$ cat config.mk
export PLATFORM = sky130hd
export DESIGN_NAME = rrct_isqrt
export DESIGN_NICKNAME = d
export VERILOG_FILES = /design/src/hdl/rrct_isqrt.sv
export SDC_FILE = /design/constraint.sdc
export NUM_CORES = 2
export LEC_CHECK = 0
export BUFFER_PORTS_ARGS = -buffer_cell sky130_fd_sc_hd__buf_2
export CAP_MARGIN = 20
export CORE_ASPECT_RATIO = 2
export CORE_MARGIN = 4
export CORE_UTILIZATION = 35
export DETAILED_ROUTE_END_ITERATION = 10
export PLACE_DENSITY = 0.62
export SYNTH_ARGS = -nofsm -noshare
export SYNTH_HDL_FRONTEND = slang
export SYNTH_MEMORY_MAX_BITS = 65536
export SYNTH_SLANG_ARGS = --single-unit
export TNS_END_PERCENT = 1
$ cat constraint.sdc
create_clock -name clk -period 4.53 [get_ports clk]
set_clock_uncertainty 0.2 [all_clocks]
set_input_delay 1.1325 -clock clk [delete_from_list [all_inputs] [get_ports clk]]
set_output_delay 1.1325 -clock clk [all_outputs]
set_load 0.01 [all_outputs]
$ cat src/hdl/rrct_isqrt.sv
// pipelined integer square root, one root bit per stage
module rrct_isqrt #(
  parameter int OUT_W = 33,
  parameter type side_t = logic
) (
  input  logic               clk,
  input  logic               rst,
  input  logic               en,
  input  logic               vld_i,
  input  logic [2*OUT_W-1:0] rad_i,
  input  side_t              side_i,
  output logic               vld_o,
  output logic [OUT_W-1:0]   root_o,
  output side_t              side_o
);

  localparam int IN_W = 2 * OUT_W;
  localparam int RW = OUT_W + 2;

  logic [RW-1:0]    rem_q  [OUT_W];
  logic [OUT_W-1:0] root_q [OUT_W];
  logic [IN_W-1:0]  x_q    [OUT_W];
  side_t            side_q [OUT_W];
  logic [OUT_W-1:0] vld_q;

  for (genvar k = 0; k < OUT_W; k++) begin : g_step
    logic [RW-1:0]    rem_in;
    logic [OUT_W-1:0] root_in;
    logic [IN_W-1:0]  x_in;
    side_t            side_in;
    logic             vld_in;
    logic [RW+1:0]    tv;
    logic [RW+1:0]    trial;

    if (k == 0) begin : g_first
      assign rem_in  = '0;
      assign root_in = '0;
      assign x_in    = rad_i;
      assign side_in = side_i;
      assign vld_in  = vld_i;
    end else begin : g_next
      assign rem_in  = rem_q[k-1];
      assign root_in = root_q[k-1];
      assign x_in    = x_q[k-1];
      assign side_in = side_q[k-1];
      assign vld_in  = vld_q[k-1];
    end

    assign tv    = {rem_in, x_in[IN_W-1 -: 2]};
    assign trial = {2'b0, root_in, 2'b01};

    always_ff @(posedge clk) begin
      if (rst) begin
        vld_q[k] <= 1'b0;
      end else if (en) begin
        vld_q[k] <= vld_in;
      end
    end

    always_ff @(posedge clk) begin
      if (en) begin
        if (tv >= trial) begin
          rem_q[k]  <= RW'(tv - trial);
          root_q[k] <= {root_in[OUT_W-2:0], 1'b1};
        end else begin
          rem_q[k]  <= RW'(tv);
          root_q[k] <= {root_in[OUT_W-2:0], 1'b0};
        end
        x_q[k]    <= x_in << 2;
        side_q[k] <= side_in;
      end
    end
  end

  assign vld_o  = vld_q[OUT_W-1];
  assign root_o = root_q[OUT_W-1];
  assign side_o = side_q[OUT_W-1];

endmodule

==> qor.csv <==
metric,value,unit
Finished Cell Area,0.145,mm²
part of the power in registers,0.474,
Main synth FF type,edfxtp_1,
most used cells in the layout excluding fill and tap cells,"edfxtp_1, nand2_1, inv_1",
mean number of vias per cell,5.04,
share of final-layout standard cells stronger than drive strength 1,0.0918,
TritonCTS clock tree,built,
GR Overflow Total,0,
endpoint of the worst setup timing path,rem_q[17][24],
overall global routing resource usage,0.164,
slew of the pin with the lowest slew margin,1.21,ns
worst reg2reg endpoint,rem_q[17][24],
Worst Hold Margin,0.155,ns
r2r worst-path depth,10,
VDD IR-drop max,0.483,mV
io pins,106,
width of the die,435,µm
RSZ-0062 raised after global routing,no,
Setup Crit Path Kind,register to register,
P&R area growth vs syn,13.6,%
cell occurring most often along the worst timing path,nor4_1,
global-route wire length before repair,468000,µm
sequential share of the synthesized area,0.643,
Net Sw Frac,0.291,
Worst-path clk slew,0.07,ns
"most common cell after layout, fill and taps aside",edfxtp_1,
CTS H-tree depth,5,
Total Power Consumption,72100,µW
share of the clock period used by the worst path after layout,0.941,
number of antenna violations at the first check in global routing,11,
unique cell type count in the Yosys netlist,90,
effective utilization at floorplan,0.352,
Die Footprint,0.375,mm²
average footprint of a synthesized cell,12.8,µm²
number of enable-type register cells in the synthesized netlist,2716,
total power per unit cell area,497,mW/mm²
maximum capacitance violations,0,
Pint,51100,µW
total core area,0.363,mm²
HPWL after detailed placement,243000,µm
Placer Congestion,0.967,
clock insertion delay at the later pin of the skew report,0.90,ns
part of the total power dissipated in the clock network,0.311,
crit path time final,4.26,ns
area of the mapped netlist,0.128,mm²
number of port buffers,105,
"CP delay by family, top",compound AO/OA/AOI/OAI gates,
Worst R2R Start,rem_q[16][3],
overall via count from detail_route,77900,
Worst Setup End Kind,register,
Worst Path Required,4.87,ns
Clk Tree Root Cell,clkbuf_16,
YS warnings,0,
Leakage,0.0546,µW
slack of the worst reg-to-reg path,0.27,ns
sinks on the clock net,2750,
number of failing hold endpoints at the final stage,0,
"Net Count, Synth",10700,
critical path peak fanout,6,
crit path cell chain,"ha_1, nand2_1, nor2_1, a211oi_1, a211o_1, o221a_2, nor4_1, o21ai_1, nor4_1, xor2_1",
critical path's largest stage delay,0.70,ns
Vert. Die Dim,863,µm
sort of element at the start of the critical path,register,
kind of path behind the tightest hold check,register to register,
Peak Freq,0.235,GHz
number of max-slew violations in the final report,0,
Avg WL per Cell,20.5,µm
maximum number of pins on one net before global-route repair,188,
Final Net Count,11100,
path length in cells of the critical path,10,
via count of the first global-routing pass,82400,
total setup violations reported at the end of the flow,0,
number of cells traversed by the worst hold path,0,
signal arrival time at the worst endpoint,4.60,ns
number of flip-flops and latches in the synthesized netlist,2750,
detailed-routing iteration count for the pre-antenna-repair pass,6,
number of buffers and inverters on the critical path,0,
Post-Route WL,316000,µm
share of flip-flops with an asynchronous set or reset after synthesis,0,
relative slew slack,0.190,
slowest stage cell on the critical path,edfxtp_1,
Post CTS Setup Buffer Count,0,
number of DRC violations after detailed routing,0,
total placed instance area,0.136,mm²
count of routing violations after the opening detailed-route iteration,3722,
NetSw,21000,µW
status,finished clean,
Combinational Power Share,0.215,
antenna-violating nets left,0,
count of standard-cell rows,313,
number of CTS-inserted buffers,272,
launching instance or port of the critical path,rem_q[16][3],
clk buf depth,4,
Post-Syn Instances,9982,
[area by class of cell]
cell class | instances | area (µm²)
Inverter | 733 | 2750
Timing Repair Buffer | 437 | 3370
Multi-Input combinational cell | 6278 | 42100
Clock buffer | 322 | 7270
Antenna cell | 41 | 103
Fill cell | 34200 | 218000
Clock inverter | 155 | 1400
Sequential cell | 2750 | 82200
Tap cell | 4725 | 5910
[synthesized netlist by cell type, drive strengths merged, types with 59 or more instances]
cell    number  area share
inv        733       0.022
or4         71      0.0043
a211oi      59      0.0035
clkbuf     199      0.0058
nor2       604       0.018
nand3      165      0.0065
a21oi      602       0.024
nand2      777       0.023
nor3       261       0.010
o21a        82      0.0048
nand2b     123      0.0060
a21o       213       0.013
o21ai      576       0.023
nor2b       80      0.0039
xor2       484       0.033
or3         86      0.0043
nand4       95      0.0046
ha         597       0.058
edfxtp    2716        0.64
xnor2      434       0.030
and2        64      0.0031
nor4       172      0.0089
[repair_timing]
item | CTS | global route
hold buffers | 0 | 0
gates resized for setup | 0 | 1
setup endpoints to repair | 0 | 9
[flip-flops by register name (all words and copies together) (netlist names)]
signal and cells:
rem_q 1067, vld_o 1, side_q 33, root_q 561
g_step.vld_in 32, x_q 1056
[through the flow]
stage	TNS, ns	utilization	setup WS (ns)	std cells
detailed placement	0	0.375	0.342	14900
floorplan	-8.40	-	-0.0710	9982
global placement	0	0.375	0.255	14900
finish	0	0.399	0.268	15400
CTS	0	0.399	0.342	15400
global route	0	0.399	0.113	15400
[power by group through the flow]
stage               Sequential [µW]  Clock (µW)  Combinational [µW]
finish                        34200       22500               15500
global route                  34400       24100               17100
CTS                           34200       23200               15600
detailed placement            34700           0               15500
global placement              34700           0               15400
floorplan                     33700           0               10600
[how the worst min path moves through the flow]
stage                        from            end  slack, ns
floorplan            side_q[0][9]  side_q[0][10]       0.20
global placement      x_q[0][623]    x_q[0][689]       0.20
detailed placement  side_q[0][14]  side_q[0][15]       0.20
CTS                     rad_i[20]     x_q[0][20]       0.10
global route            rad_i[20]     x_q[0][20]       0.13
finish               x_q[0][1520]   x_q[0][1586]       0.15
[per-layer routing]
metal,share of wire,global-route usage
met5,0,0
met3,0.027,0.0223
met2,0.60,0.350
met4,0.13,0.175
met1,0.25,0.105
[cells by family after synthesis]
family                     count (synthesis)  synth area share
DFF                                     2750             0.643
and+or+nand+nor                         2729             0.106
AOI/OAI and AO/OA                       1926            0.0919
buffers and inverters                    954            0.0282
xor gates and xnor gates                 918            0.0629
adders and majority gates                597            0.0584
muxes                                    108           0.00900
No activity file was read; power rests on OpenSTA's default activity.
