`src/hdl/rrct_div.sv`:
```
// pipelined restoring divider, one quotient bit per stage
module rrct_div #(
  parameter int Q_W = 24,
  parameter int D_W = 33,
  parameter type side_t = logic
) (
  input  logic           clk,
  input  logic           rst,
  input  logic           en,
  input  logic           vld_i,
  input  logic [D_W-1:0] rem_i,
  input  logic [Q_W-1:0] lo_i,
  input  logic [D_W-1:0] den_i,
  input  side_t          side_i,
  output logic           vld_o,
  output logic [Q_W-1:0] q_o,
  output side_t          side_o
);

  logic [D_W-1:0] rem_q  [Q_W];
  logic [Q_W-1:0] lo_q   [Q_W];
  logic [D_W-1:0] den_q  [Q_W];
  side_t          side_q [Q_W];
  logic [Q_W-1:0] vld_q;

  for (genvar k = 0; k < Q_W; k++) begin : g_step
    logic [D_W-1:0] rem_in;
    logic [Q_W-1:0] lo_in;
    logic [D_W-1:0] den_in;
    side_t          side_in;
    logic           vld_in;
    logic [D_W:0]   tv;

    if (k == 0) begin : g_first
      assign rem_in  = rem_i;
      assign lo_in   = lo_i;
      assign den_in  = den_i;
      assign side_in = side_i;
      assign vld_in  = vld_i;
    end else begin : g_next
      assign rem_in  = rem_q[k-1];
      assign lo_in   = lo_q[k-1];
      assign den_in  = den_q[k-1];
      assign side_in = side_q[k-1];
      assign vld_in  = vld_q[k-1];
    end

    assign tv = {rem_in, lo_in[Q_W-1]};

    always_ff @(posedge clk) begin
      if (rst) begin
        vld_q[k] <= 1'b0;
      end else if (en) begin
        vld_q[k] <= vld_in;
      end
    end

    always_ff @(posedge clk) begin
      if (en) begin
        if (tv >= {1'b0, den_in}) begin
          rem_q[k] <= D_W'(tv - {1'b0, den_in});
          lo_q[k]  <= {lo_in[Q_W-2:0], 1'b1};
        end else begin
          rem_q[k] <= D_W'(tv);
          lo_q[k]  <= {lo_in[Q_W-2:0], 1'b0};
        end
        den_q[k]  <= den_in;
        side_q[k] <= side_in;
      end
    end
  end

  assign vld_o  = vld_q[Q_W-1];
  assign q_o    = lo_q[Q_W-1];
  assign side_o = side_q[Q_W-1];

endmodule

```
`config.mk`:
```
export PLATFORM = sky130hd
export DESIGN_NAME = rrct_div
export DESIGN_NICKNAME = d
export VERILOG_FILES = /design/src/hdl/rrct_div.sv
export SDC_FILE = /design/constraint.sdc
export NUM_CORES = 2
export LEC_CHECK = 0
export BUFFER_PORTS_ARGS = -buffer_cell sky130_fd_sc_hd__buf_4
export CAP_MARGIN = 20
export CORE_ASPECT_RATIO = 1.2
export CORE_UTILIZATION = 60
export DETAILED_ROUTE_END_ITERATION = 8
export PLACE_DENSITY = 0.76
export SYNTH_ARGS = -nofsm -noshare
export SYNTH_HDL_FRONTEND = slang
export SYNTH_SLANG_ARGS = --single-unit
```
`constraint.sdc`:
```
create_clock -name clk -period 6.9 [get_ports clk]
set_input_delay 1.035 -clock clk [delete_from_list [all_inputs] [get_ports clk]]
set_output_delay 1.035 -clock clk [all_outputs]
set_load 0.005 [all_outputs]
```
==> results.md <==
* Post-synth top cells: edfxtp_1 (2117), inv_1 (978), a21oi_1 (792), ha_1 (792), nor2_1 (569)
* Int Pwr at 0.0364 W
* Combinational fraction of design power at 44.9%
* Yosys warns at 0
* Hold-fix buffers, CTS at 0
* Switching Fraction at 37.0%
* Clock tree sinks at 2142
* Crit end category: register
* Post-synth EDFFs at 2117
* Final ANT Viol Nets at 0
* Fin area at 126000 um2
* Worst-Skew Late Latency at 0.90 ns
* Share of the synthesized area in the top cell type at 55.1%
* Final Hold Fails at 0
* Setup Fix Bufs, Post-CTS at 0
* Status: finished, final reports clean
* Psw at 0.0214 W
* Crit Path Max Fanout at 54
* Initial DRC Count at 4731
* CTS tree: done
* Most common cell in the netlist: edfxtp_1
* CP startpoint kind: register
* Syn_nets at 10679
* Pre-CTS setup slack at 2.00 ns
* Area grow syn2layout at 9.22%
* Clock share of power at 19.9%
* Final hold slack at 0.303 ns
* Setup Skew at 0.0931 ns
* Critical path's largest stage delay at 1.11 ns
* Pre-antenna DRT Iters at 6
* Final #Nets at 10813
* Drt via density at 5.99
* DRC viols at 0
* Final min period at 4.85 ns
* Die W at 402 um
* Port-buffer cells at 120
* Endpoints failing setup at 0
* Placed inst area at 119000 um2
* Share of post-route cells with drive strength above 1 at 9.80%
* Slew Viols, Final at 0
* FFs w/ async S/R, synth at 0%
* Largest delay share family, worst path: simple AND/OR/NAND/NOR gates
* Vias in the first global route at 79203
* GRT overflow at 0
* Die area at 194000 um2
* Top FF cell, synth: edfxtp_1
* Synth top area cells: edfxtp_1 (55%), ha_1 (8.6%), mux2_2 (3.8%), a21oi_1 (3.4%), inv_1 (3.2%)
* Post-Synthesis Cells at 9769
* Flop pwr share at 35.2%
* Clock slew at reported path FFs at 0.06 ns
* Synth Cell Area at 115000 um2
* Row count at 175
* Syn avg cell area at 11.8 um2
* Synth area leader: edfxtp_1
* Starting Density at 60.6%
* Vias post-DR at 75281
* Met2 usage at 57.8%
* Critical Path RT at 7.50 ns
* RSZ-0062 raised after global routing: false
* GRT met3 Usage at 2.96%
* Fmax at 0.206 GHz
* Netlist cell types at 105
* GPL Wtd Cong at 0.996
* Final setup margin at 2.05 ns
* Peak supply drop at 0.298 mV
* Post-CTS Resized at 0
* Leak at 51.1 nW
* CTS root buf: clkbuf_16
* Largest net degree at the start of global routing at 195
* H-tree depth at 4
* Clock Tree Buf Depth at 3
* Setup TNS at 0 ns
* Fill count at 13645
* First-pass GRT wire length at 409000 um
* Hold crit path type: in -> reg
* Setup CP Type: reg -> reg
* Total clock buffers created by CTS at 210
* Core area at 190000 um2
* GRT Max-Usage Layer: met2
* Die Y-Extent at 482 um
* Crit-path cells: ha_1 -> nand4_1 -> nor2_1 -> nand3b_1 -> nor4_1 -> nand3_1 -> o2111ai_4 -> buf_4 -> mux2_2
* Maxcap violations at 0
* Total track usage at 27.0%
* Slowest cell on crit path: nor4_1
* Buf/Inv on CP at 1
* Final period utilization at 70.3%
* Total power at 0.0578 W
* WL final at 265000 um
* Critical path arrival at 5.45 ns
* Worst Tran Pin Value at 1.27 ns
* Routed length per placed instance at 21.1 um
* Seq/Total Area, Yosys at 55.6%
* Max transition margin at 14.3%
* I/O pins at 121
* Flops & latches, synth at 2142
* Global-route track usage on met1 at 21.2%
* Initial antenna violation count at 2
* Dpl hpwl at 198000 um
* P per Cell Area at 459 nW/um2
==> logic make-up (layout without fill, tap and decap cells) <==
kind of cell / count (synthesis) / after routing / share of synthesized area, %
mux: 457 / 457 / 4.43
flops: 2142 / 2142 / 55.6
compound gates: 2452 / 2452 / 13.6
buf+inv: 1243 / 1556 / 4.15
other cells: 0 / 4 / 0
fa+ha+maj: 815 / 815 / 9.00
simple gates: 2020 / 2020 / 8.41
xor+xnor: 640 / 640 / 4.86
==> worst register-to-register path, cell delays in order (launching register included) <==
cell and delay (ns):
edfxtp_1 0.39, ha_1 0.45, nand4_1 0.19, nor2_1 0.18, nand3b_1 0.47, nor4_1 1.11, nand3_1 0.53, o2111ai_4 0.25
buf_4 0.53, mux2_2 0.50
==> cells in the final DEF, fill, tap and decap left out, types with 109 or more instances in the layout <==
cell type	count
nor2b_1	116
nand3_1	176
clkbuf_16	211
mux2_2	393
edfxtp_1	2117
inv_1	978
a21oi_1	789
o21a_1	111
nor3_1	109
a21o_1	428
buf_4	177
nor2_1	568
nand4_1	116
nand2_1	540
xnor2_1	408
xor2_1	232
o21ai_0	476
ha_1	792
==> sequential cells by signal, indices dropped and copies added, names as in the netlist <==
signal / flops
rem_q: 759
lo_q: 576
den_q: 759
side_q: 24
g_step.vld_in: 23
vld_o: 1
==> power by group through the flow <==
stage	sequential (W)	combinational [W]	clock [W]
2_1_floorplan	0.0199	0.0195	0
3_3_place_gp	0.0205	0.0248	0
3_5_place_dp	0.0206	0.0255	0
4_1_cts	0.0203	0.0257	0.0117
5_1_grt	0.0206	0.0283	0.0122
6_report	0.0203	0.0259	0.0115
==> layout make-up <==
| cell class | instances | area (um2) | share of cell area, % |
|---|---|---|---|
| diodes | 4 | 10.0 | 0.00795 |
| clock buffers | 252 | 5430 | 4.32 |
| flip-flops and latches | 2142 | 64100 | 50.9 |
| repair buffers | 186 | 1520 | 1.20 |
| inverters | 979 | 3670 | 2.92 |
| clock inverters | 139 | 1520 | 1.21 |
| multi-input cells | 6384 | 46600 | 37.0 |
| well taps | 2478 | 3100 | 2.46 |
==> final timing paths <==
check	startpoint	to	slack [ns]	cells after the start
worst max-delay path	rem_q[1][25]	rem_q[1][40]	2.05	9
worst min-delay path	lo_i[19]	lo_q[0][20]	0.30	1
worst max register to register	rem_q[1][25]	rem_q[1][40]	2.05	9
worst min register to register	den_q[1][235]	den_q[2][4]	0.37	0
==> routing by layer <==
metal	vias to the layer above	wire length, um
met5	-	0
li1	36185	-
met2	1737	157000
met3	833	6720
met1	36526	79500
met4	0	21500
==> stage by stage <==
stage	util, %	cells
2_1_floorplan	-	9769
3_3_place_gp	62.5	12169
3_5_place_dp	62.5	12169
4_1_cts	66.2	12560
5_1_grt	66.2	12561
6_report	66.2	12564
Note: power is estimated with default switching activity, not from simulation.
